==> src/design/csc_pkg.sv <==
`timescale 1ns / 1ps
// Shared types, command and relation codes, register indexes and the month length
// function for the calendar second counter. This file depends on nothing else.
package csc_pkg;

	localparam int unsigned APB_AW = 5;
	localparam int unsigned APB_DW = 32;

	// Command codes carried in the cmd field.
	localparam logic [1:0] CMD_LOAD = 2'd0;
	localparam logic [1:0] CMD_FWD  = 2'd1;
	localparam logic [1:0] CMD_BACK = 2'd2;

	// Relation codes returned with every result.
	localparam logic [1:0] REL_BEFORE = 2'd0;
	localparam logic [1:0] REL_EQUAL  = 2'd1;
	localparam logic [1:0] REL_AFTER  = 2'd2;

	// Register indexes; register i sits at byte address 4*i.
	localparam logic [2:0] REG_YEAR   = 3'd0;
	localparam logic [2:0] REG_MONTH  = 3'd1;
	localparam logic [2:0] REG_DAY    = 3'd2;
	localparam logic [2:0] REG_HOUR   = 3'd3;
	localparam logic [2:0] REG_MINUTE = 3'd4;
	localparam logic [2:0] REG_SECOND = 3'd5;

	localparam logic [6:0] YEAR_MAX    = 7'd99;
	localparam logic [6:0] YEAR_WINDOW = 7'd70;
	localparam logic [3:0] MONTH_MAX   = 4'd12;
	localparam logic [4:0] HOUR_MAX    = 5'd23;
	localparam logic [5:0] MINSEC_MAX  = 6'd59;

	typedef struct packed {
		logic [6:0] year;
		logic [3:0] month;
		logic [4:0] day;
		logic [4:0] hour;
		logic [5:0] minute;
		logic [5:0] second;
	} time_t;

	typedef struct packed {
		logic [1:0] cmd;
		logic [6:0] load_year;
		logic [3:0] load_month;
		logic [4:0] load_day;
		logic [4:0] load_hour;
		logic [5:0] load_minute;
		logic [5:0] load_second;
	} in_beat_t;

	typedef struct packed {
		logic [6:0] out_year;
		logic [3:0] out_month;
		logic [4:0] out_day;
		logic [4:0] out_hour;
		logic [5:0] out_minute;
		logic [5:0] out_second;
		logic [1:0] relation;
	} out_beat_t;

	// Days in a month; every year divisible by four is a leap year.
	function automatic logic [4:0] month_length(input logic [3:0] m, input logic [6:0] y);
		logic [4:0] len;
		unique case (m)
			4'd2: begin
				len = (y[1:0] == 2'b00) ? 5'd29 : 5'd28;
			end
			4'd4, 4'd6, 4'd9, 4'd11: begin
				len = 5'd30;
			end
			default: begin
				len = 5'd31;
			end
		endcase
		return len;
	endfunction

endpackage

==> src/design/csc_step.sv <==
`timescale 1ns / 1ps
// Next date-time logic: load with saturation, one second forward, one second back, or hold.
// Depends on csc_pkg for the time and beat types and the month length function.
module csc_step import csc_pkg::*; (
	input  in_beat_t beat,
	input  time_t    cur,
	output time_t    nxt
);

	time_t      ld;
	time_t      fw;
	time_t      bk;
	logic [4:0] ld_day_max;

	// Load saturates each field into its range, the day against the loaded month.
	always_comb begin
		ld.year   = (beat.load_year > YEAR_MAX) ? YEAR_MAX : beat.load_year;
		ld.month  = (beat.load_month == 4'd0) ? 4'd1 :
			((beat.load_month > MONTH_MAX) ? MONTH_MAX : beat.load_month);
		ld_day_max = month_length(ld.month, ld.year);
		ld.day    = (beat.load_day == 5'd0) ? 5'd1 :
			((beat.load_day > ld_day_max) ? ld_day_max : beat.load_day);
		ld.hour   = (beat.load_hour > HOUR_MAX) ? HOUR_MAX : beat.load_hour;
		ld.minute = (beat.load_minute > MINSEC_MAX) ? MINSEC_MAX : beat.load_minute;
		ld.second = (beat.load_second > MINSEC_MAX) ? MINSEC_MAX : beat.load_second;
	end

	always_comb begin
		fw = cur;
		if (cur.second < MINSEC_MAX) begin
			fw.second = cur.second + 6'd1;
		end else begin
			fw.second = 6'd0;
			if (cur.minute < MINSEC_MAX) begin
				fw.minute = cur.minute + 6'd1;
			end else begin
				fw.minute = 6'd0;
				if (cur.hour < HOUR_MAX) begin
					fw.hour = cur.hour + 5'd1;
				end else begin
					fw.hour = 5'd0;
					if (cur.day < month_length(cur.month, cur.year)) begin
						fw.day = cur.day + 5'd1;
					end else begin
						fw.day = 5'd1;
						if (cur.month < MONTH_MAX) begin
							fw.month = cur.month + 4'd1;
						end else begin
							fw.month = 4'd1;
							fw.year  = (cur.year >= YEAR_MAX) ? 7'd0 : cur.year + 7'd1;
						end
					end
				end
			end
		end
	end

	always_comb begin
		bk = cur;
		if (cur.second != 6'd0) begin
			bk.second = cur.second - 6'd1;
		end else begin
			bk.second = MINSEC_MAX;
			if (cur.minute != 6'd0) begin
				bk.minute = cur.minute - 6'd1;
			end else begin
				bk.minute = MINSEC_MAX;
				if (cur.hour != 5'd0) begin
					bk.hour = cur.hour - 5'd1;
				end else begin
					bk.hour = HOUR_MAX;
					if (cur.day > 5'd1) begin
						bk.day = cur.day - 5'd1;
					end else begin
						if (cur.month > 4'd1) begin
							bk.month = cur.month - 4'd1;
						end else begin
							bk.month = MONTH_MAX;
							bk.year  = (cur.year == 7'd0) ? YEAR_MAX : cur.year - 7'd1;
						end
						bk.day = month_length(bk.month, bk.year);
					end
				end
			end
		end
	end

	always_comb begin
		unique case (beat.cmd)
			CMD_LOAD: begin
				nxt = ld;
			end
			CMD_FWD: begin
				nxt = fw;
			end
			CMD_BACK: begin
				nxt = bk;
			end
			default: begin
				nxt = cur;
			end
		endcase
	end

endmodule

==> src/design/csc_cmp.sv <==
`timescale 1ns / 1ps
// Windowed compare of a date-time against the reference date-time.
// Depends on csc_pkg for the time type and the relation codes.
module csc_cmp import csc_pkg::*; (
	input  time_t      cur,
	input  time_t      ref_time,
	output logic [1:0] relation
);

	// The fields are packed year first, so one wide compare orders them lexically.
	always_comb begin
		priority if (cur.year < YEAR_WINDOW && ref_time.year > YEAR_WINDOW) begin
			relation = REL_AFTER;
		end else if (cur.year > YEAR_WINDOW && ref_time.year < YEAR_WINDOW) begin
			relation = REL_BEFORE;
		end else if (cur > ref_time) begin
			relation = REL_AFTER;
		end else if (cur < ref_time) begin
			relation = REL_BEFORE;
		end else begin
			relation = REL_EQUAL;
		end
	end

endmodule

==> src/design/calendar_second_counter.sv <==
`timescale 1ns / 1ps
// Top level of the calendar second counter: time register, reference registers, result stage.
// Depends on csc_pkg, csc_step and csc_cmp.
//
//   channel   signals                              beat
//   in        in_valid / in_ready / in_data        one command with load fields
//   out       out_valid / out_ready / out_data     time after the command and relation
//   cfg       psel penable pwrite paddr pwdata     one reference field write or read
//
// The next time and its compare with the reference are computed from the time register
// in one pass and captured in the result register.
// A new command is taken in every cycle while the result register is empty or drains.
// Reset puts the time at year 0, January 1, 00:00:00 and the reference at the same.
// When out_ready is low with a result held, in_ready drops and nothing is lost.
module calendar_second_counter import csc_pkg::*; (
	input  logic              clk,
	input  logic              arst_n,
	input  logic              in_valid,
	output logic              in_ready,
	input  in_beat_t          in_data,
	output logic              out_valid,
	input  logic              out_ready,
	output out_beat_t         out_data,
	input  logic              psel,
	input  logic              penable,
	input  logic              pwrite,
	input  logic [APB_AW-1:0] paddr,
	input  logic [APB_DW-1:0] pwdata,
	output logic [APB_DW-1:0] prdata,
	output logic              pready
);

	time_t      time_q;
	time_t      ref_q;
	time_t      time_nxt;
	logic [1:0] relation_nxt;
	logic       out_valid_q;
	out_beat_t  out_data_q;
	logic       in_acc;
	logic       cfg_wr;
	logic [2:0] reg_idx;

	// The result register frees up in the same cycle that its beat is taken.
	assign in_ready = !out_valid_q || out_ready;
	assign in_acc   = in_valid && in_ready;

	// The port never stalls; a write lands on the access cycle.
	assign pready  = 1'b1;
	assign cfg_wr  = psel && penable && pwrite && pready;
	assign reg_idx = paddr[APB_AW-1:2];

	csc_step u_step (
		.beat (in_data),
		.cur  (time_q),
		.nxt  (time_nxt)
	);

	// The compare sees the time after the command, as the result reports it.
	csc_cmp u_cmp (
		.cur      (time_nxt),
		.ref_time (ref_q),
		.relation (relation_nxt)
	);

	always_ff @(posedge clk or negedge arst_n) begin
		if (!arst_n) begin
			time_q <= '{year: 7'd0, month: 4'd1, day: 5'd1, hour: 5'd0, minute: 6'd0,
				second: 6'd0};
		end else if (in_acc) begin
			time_q <= time_nxt;
		end
	end

	// Reference registers; writes to addresses past the last register are dropped.
	always_ff @(posedge clk or negedge arst_n) begin
		if (!arst_n) begin
			ref_q <= '{year: 7'd0, month: 4'd1, day: 5'd1, hour: 5'd0, minute: 6'd0,
				second: 6'd0};
		end else if (cfg_wr) begin
			unique case (reg_idx)
				REG_YEAR: begin
					ref_q.year <= pwdata[6:0];
				end
				REG_MONTH: begin
					ref_q.month <= pwdata[3:0];
				end
				REG_DAY: begin
					ref_q.day <= pwdata[4:0];
				end
				REG_HOUR: begin
					ref_q.hour <= pwdata[4:0];
				end
				REG_MINUTE: begin
					ref_q.minute <= pwdata[5:0];
				end
				REG_SECOND: begin
					ref_q.second <= pwdata[5:0];
				end
				default: begin
				end
			endcase
		end
	end

	always_comb begin
		unique case (reg_idx)
			REG_YEAR: begin
				prdata = APB_DW'(ref_q.year);
			end
			REG_MONTH: begin
				prdata = APB_DW'(ref_q.month);
			end
			REG_DAY: begin
				prdata = APB_DW'(ref_q.day);
			end
			REG_HOUR: begin
				prdata = APB_DW'(ref_q.hour);
			end
			REG_MINUTE: begin
				prdata = APB_DW'(ref_q.minute);
			end
			REG_SECOND: begin
				prdata = APB_DW'(ref_q.second);
			end
			default: begin
				prdata = '0;
			end
		endcase
	end

	always_ff @(posedge clk or negedge arst_n) begin
		if (!arst_n) begin
			out_valid_q <= 1'b0;
		end else if (in_acc) begin
			out_valid_q <= 1'b1;
		end else if (out_ready) begin
			out_valid_q <= 1'b0;
		end
	end

	// Result payload; it only loads when a command is taken, so a stalled beat holds.
	always_ff @(posedge clk) begin
		if (in_acc) begin
			out_data_q.out_year   <= time_nxt.year;
			out_data_q.out_month  <= time_nxt.month;
			out_data_q.out_day    <= time_nxt.day;
			out_data_q.out_hour   <= time_nxt.hour;
			out_data_q.out_minute <= time_nxt.minute;
			out_data_q.out_second <= time_nxt.second;
			out_data_q.relation   <= relation_nxt;
		end
	end

	assign out_valid = out_valid_q;
	assign out_data  = out_data_q;

endmodule

==> config.mk <==
export PLATFORM = sky130hd
export DESIGN_NAME = calendar_second_counter
export DESIGN_NICKNAME = d
export VERILOG_FILES = /design/src/design/csc_pkg.sv /design/src/design/csc_step.sv /design/src/design/csc_cmp.sv /design/src/design/calendar_second_counter.sv
export SDC_FILE = /design/constraint.sdc
export NUM_CORES = 1
export LEC_CHECK = 0
export BUFFER_PORTS_ARGS = -buffer_cell sky130_fd_sc_hd__buf_2
export CORE_MARGIN = 5
export CORE_UTILIZATION = 40
export DETAILED_ROUTE_END_ITERATION = 12
export PLACE_DENSITY_LB_ADDON = 0.2
export SYNTH_ARGS = -nofsm -noshare
export SYNTH_HDL_FRONTEND = slang
export SYNTH_SLANG_ARGS = --single-unit
export TNS_END_PERCENT = 20
==> constraint.sdc <==
create_clock -name clk -period 7.65 [get_ports clk]
set_input_delay 1.1475 -clock clk [delete_from_list [all_inputs] [get_ports clk]]
set_output_delay 1.1475 -clock clk [all_outputs]
set_load 0.01 [all_outputs]
# [After elaboration in Yosys (flattened, before gate mapping)]
# Cells that the tools add are included.
[totals] latch_bits=0 in_bits=79 rom_bits=0 register_bits=102 word_cells=158 output_inout_bits=70 memories=0 ramBits=0
[classes] eq_ne=22 magnitude_cmp=20 add_sub_neg=12 div_mod_pow=0 n_mul=0 muxes=54 bitwise=0 reduce_logical=29 shifts=0
[ops] op="one-hot mux 33 bit (3 select lines)" count=1
[ops] op="2-to-1 mux 7 bit" count=9
[ops] op="2-to-1 mux 27 bit" count=2
[ops] op="2-to-1 mux 5 bit" count=10
[ops] op="2-to-1 mux 21 bit" count=2
[ops] op="one-hot mux 7 bit (6 select lines)" count=1
[ops] op="2-to-1 mux 6 bit" count=6
[ops] op="> comparator 33 bit" count=1
[ops] op="less-than comparator 33 bit" count=1
[ops] op="2-to-1 mux 16 bit" count=2
[ops] op="2-to-1 mux 4 bit" count=8
[ops] op="one-hot mux 5 bit (2 select lines)" count=3
[ops] op="equality test 4 x 3 -> 1 bit (second input constant)" count=6
[ops] op="equality test 4 bit (second input constant)" count=6
[ops] op="2-to-1 mux 11 bit" count=2
[ops] op="> comparator 7 bit (second input constant)" count=3
[ops] op="less-than comparator 7 bit (second input constant)" count=2
[ops] op="adder 6 x 1 -> 6 bit (second input constant)" count=2
[ops] op="equality test 4 x 2 -> 1 bit (second input constant)" count=3
[ops] op="> comparator 6 bit (second input constant)" count=2
[ops] op="less-than comparator 6 bit (second input constant)" count=2
[ops] op="AND reduction 2 bit" count=6
[ops] op="nonzero test 6 bit" count=2
[ops] op="OR reduction 4 bit" count=3
[ops] op="other kinds (34)" count=52

# [Longest topological paths before layout]
[depth] depth_word=19 depth_mapped=22 mapped_depth_nobuf=21

# [Modules after synthesis]
# A second synthesis with hierarchy kept.
[unflattened] cells_unflattened=860 area_unflattened_um2=8085.3
[by_module_without_submodules] mod="calendar_second_counter" area_per_inst_um2=4136.5 instances=1 cells_each=254
[by_module_without_submodules] mod="csc_step" area_per_inst_um2=3004.1 instances=1 cells_each=468
[by_module_without_submodules] mod="csc_cmp" area_per_inst_um2=944.7 instances=1 cells_each=138

# [Worst setup path before layout]
# OpenSTA, ideal clock, no wires.
[synth_timing] path_kind="input to register" start="in in_data[29] (netlist bit)" end="reg out_data_q, in the netlist out_data[1] (data pin)" stages=21 path_buffers=0 arrival_ns=4.699 t_required_ns=7.364 setup_ns=0.286 slack_ns=2.665 path_cell_list="o311a_1 nor3_1 nor2_1 a21oi_1 ha_1 nor2b_1 o211ai_1 mux2i_1 nor3_1 o21ai_0 o31a_1 a21oi_1 ha_1 a211o_1 o211ai_1 a21oi_1 or4_1 o221ai_1 a21o_1 a21boi_0 a311oi_2"
[synth_rtl] item="start, declared" line_no="calendar_second_counter.sv:20" source="input in_beat_t in_data,"
[synth_rtl] item="end, declared" line_no="calendar_second_counter.sv:38" source="out_beat_t out_data_q;"

==> metrics.md <==
| Metric | Value |
|---|---|
| Sw Ratio | `0.400` |
| Die span in x | `150 um` |
| Cell internal pwr | `1270 uW` |
| Slew margin rel. | `0.389` |
| Tot GR Track Use | `0.215` |
| Final Max Tran Viols | `0` |
| Hold-fix buffers, CTS | `0` |
| Fin. Hold Viols | `0` |
| Logic gate share of total power | `0.379` |
| Avg Synthesized Cell Area | `8.51 um^2` |
| CTS root buffer | `clkbuf_16` |
| Critical path's most frequent cell | `nand4_1` |
| Buf/Inv on CP | `1` |
| Fin cells | `1252` |
| R2R depth | `17` |
| Unique cell type count in the Yosys netlist | `79` |
| Total core area | `0.0193 mm^2` |
| Peak supply drop | `127 uV` |
| Total length of routed wires | `24100 um` |
| Clock Skew | `9.73 ps` |
| Setup crit end kind | `register` |
| CTS sink count | `102` |
| Post-synth EDFFs | `35` |
| Die Y | `150 um` |
| Tcrit/Tclk final | `0.778` |
| Hold WS | `546 ps` |
| Max Cap Viol | `0` |
| Post-route ant nets | `0` |
| Measured slew at the worst slew-check pin | `909 ps` |
| Routed via count | `7228` |
| Internal reg-to-reg setup slack | `1700 ps` |
| Dpl hpwl | `17800 um` |
| Initial antenna violation count | `0` |
| First-pass GRT wire length | `37700 um` |
| Residual DRC count | `0` |
| FF-to-FF End | `out_data[1]$_SDFFCE_PP1P_` |
| RSZ-0062 raised after global routing | `false` |
| Seq/Total Area, Yosys | `0.349` |
| Flops & latches, synth | `102` |
| Placed cell count | `1236` |
| Minimum clock period | `5950 ps` |
| GR Util met2 | `0.317` |
| DRT iter0 DRCs | `692` |
| Number of vias per cell | `5.77` |
| Port bufs | `95` |
| Setup CP Type | `reg -> reg` |
| Number of global-route vias before repair | `6558` |
| Avg WL per Cell | `19.2 um` |
| Row cnt | `51` |
| Yosys warns | `0` |
| Leak pwr | `0.00369 uW` |
| Post-Place Worst Slack | `1710 ps` |
| Share of post-route cells with drive strength above 1 | `0.171` |
| P&R area growth vs syn | `11.1%` |
| Min-delay src | `ref_q[22]$_DFFE_PN1P_` |
| # diodes | `0` |
| Drt pass-1 iters | `5` |
| Largest net degree at the start of global routing | `68` |
| Inserted Clock Buffers | `9` |
| Hold path endpoint | `ref_q[22]$_DFFE_PN1P_` |
| Clock Power Share | `0.218` |
| Total setup buffers inserted after CTS | `0` |
| Reg clk slew, reported paths | `70 ps` |
| Crit Path Max Fanout | `9` |
| Status | `finished clean` |
| Top_reg_cell synth | `dfrtp_1` |
| Family with the most delay on the worst path | `simple AND/OR/NAND/NOR gates` |
| NetSw | `849 uW` |
| Sequential power share | `0.403` |
| Netlist Area Pre-Place | `0.00782 mm^2` |
| Synth async-reset ratio | `0.657` |
| RePlAce Congestion | `0.897` |
| Global-route track usage on met1 | `0.325` |
| Clock latency on the worst-skew pair | `350 ps` |
| Resized cells post-CTS | `0` |
| Crit path largest cell delay | `720 ps` |
| Met3 GRT Util | `0.0339` |
| Final core occ | `0.450` |
| Crit start category | `register` |
| TritonCTS clock tree | `done` |
| Reg2reg start | `time_q[6]$_DFFE_PN0P_` |
| Cell Chain, Critical Path | `inv_1, ha_1, nor3b_1, nand4_1, nor3_1, nand3_1, o211a_1, a211oi_1, a21oi_1, ha_1, nand4_1, nor4_1, nand4_1, nor4_1, a21o_1, a21boi_0, a311oi_2` |
| Crit-path slowest cell | `nor3b_1` |
| HP Class | `reg -> reg` |
| Required time of the worst setup path | `7710 ps` |
| Worst path arrival time | `6020 ps` |
| Count of final setup violators | `0` |
| PD cells | `244 mW/mm^2` |
| Layout net count | `1113` |
| Syn Inst Count | `919` |
| GRT busiest layer | `met1` |
| Worst Hold Depth | `2` |
| Bufs on Longest Clock Path | `2` |
| Global route overflow | `0` |
| CTS H-tree lvls | `3` |
| Ports | `149` |
| Peak Freq | `0.168 GHz` |
| Setup TNS | `0 ps` |
| Setup ws final | `1700 ps` |
| Starting Density | `0.405` |
| Die area | `0.0225 mm^2` |
==> power by group through the flow <==
stage / Clock [uW] / Sequential [uW] / Combinational (uW)
after floorplan: 0 / 772 / 635
after global placement: 0 / 858 / 784
after detailed placement: 0 / 857 / 794
after CTS: 475 / 849 / 800
after global routing: 494 / 876 / 904
final: 462 / 854 / 804
==> routing by layer <==
layer / up-vias / wire [um]
li1: 3460 / -
met5: - / 0
met4: 0 / 537
met3: 31 / 1750
met2: 268 / 10400
met1: 3469 / 11400
==> cell families after synthesis <==
| family | synth area share |
|---|---|
| adder cells (fa/ha/maj) | 0.0832 |
| AO/OA/AOI/OAI | 0.215 |
| other | 0.000960 |
| multiplexers | 0.0582 |
| buffers and inverters | 0.0771 |
| XOR/XNOR | 0.0146 |
| flip-flops | 0.349 |
| AND/OR/NAND/NOR | 0.202 |
==> sequential cells by signal, summed over array words and instances (netlist names) <==
signal,flops
time_q,33
ref_q,33
out_valid,1
out_data,35
==> final cells by class <==
type                    count  area [um^2]
fillers                  1925        10600
multi-input cells         709         4580
flip-flops and latches    102         2730
repair buffers            106          558
well taps                 265          332
clock buffers              10          229
inverters                  54          203
clock inverters             6         62.6
==> cells in the final DEF, fill, tap and decap left out, types with 8 or more instances in the layout <==
cell type  instances
buf_2             95
edfxtp_1          35
buf_4             11
or4_1             10
a21oi_1           53
mux2i_1           14
or3_1             14
o21ai_0           75
nor2b_1            8
ha_1              52
nand4_1           19
nor4_1             9
nor3_1            24
inv_1             52
a31oi_1            9
clkbuf_16          9
and3_1             8
nand2b_1           9
conb_1            26
a21o_1             9
nor2_1            65
nand2_1          110
mux2_2            28
nand3_1           22
o211ai_1          14
dfrtp_1           63
==> worst max path at each step <==
stage | start | endpoint | slack [ps] | depth (start not counted)
final | time_q[6]$_DFFE_PN0P_ | out_data[1]$_SDFFCE_PP1P_ | 1700 | 17
after global routing | time_q[6]$_DFFE_PN0P_ | out_data[1]$_SDFFCE_PP1P_ | 1360 | 17
after CTS | time_q[6]$_DFFE_PN0P_ | out_data[1]$_SDFFCE_PP1P_ | 1880 | 17
after detailed placement | in_data[29] | out_data[1]$_SDFFCE_PP1P_ | 1710 | 22
after global placement | in_data[29] | out_data[1]$_SDFFCE_PP1P_ | 1760 | 22
after floorplan | in_data[29] | out_data[1]$_SDFFCE_PP1P_ | 2670 | 21
==> cells in the mapped netlist, drive strengths merged, types with 9 or more instances <==
cell type	number	area, um^2
inv	53	199
o21ai	76	380
clkbuf	45	169
mux2	28	315
buf	33	231
a31oi	9	56.3
nor4	9	56.3
nand4	19	119
nand2	110	413
nor2	65	244
o211ai	14	105
or3	15	98.8
nand2b	9	56.3
nor3	24	120
edfxtp	35	1050
mux2i	14	140
ha	52	651
a21o	9	67.6
nand3	22	110
or4	11	86.3
a21oi	53	265
dfrtp	63	1580
==> tightest hold or removal path, stage by stage (launching register included) <==
cell and delay [ps]:
dfstp_2 370, inv_1 80, o21ai_0 90
==> stage by stage <==
step / total power, uW / area, um^2
floorplan: 1410 / 7910
global placement: 1640 / 8400
detailed placement: 1650 / 8400
CTS: 2120 / 8690
global route: 2270 / 8690
finish: 2120 / 8690
Power figures use the tool's default switching activity.
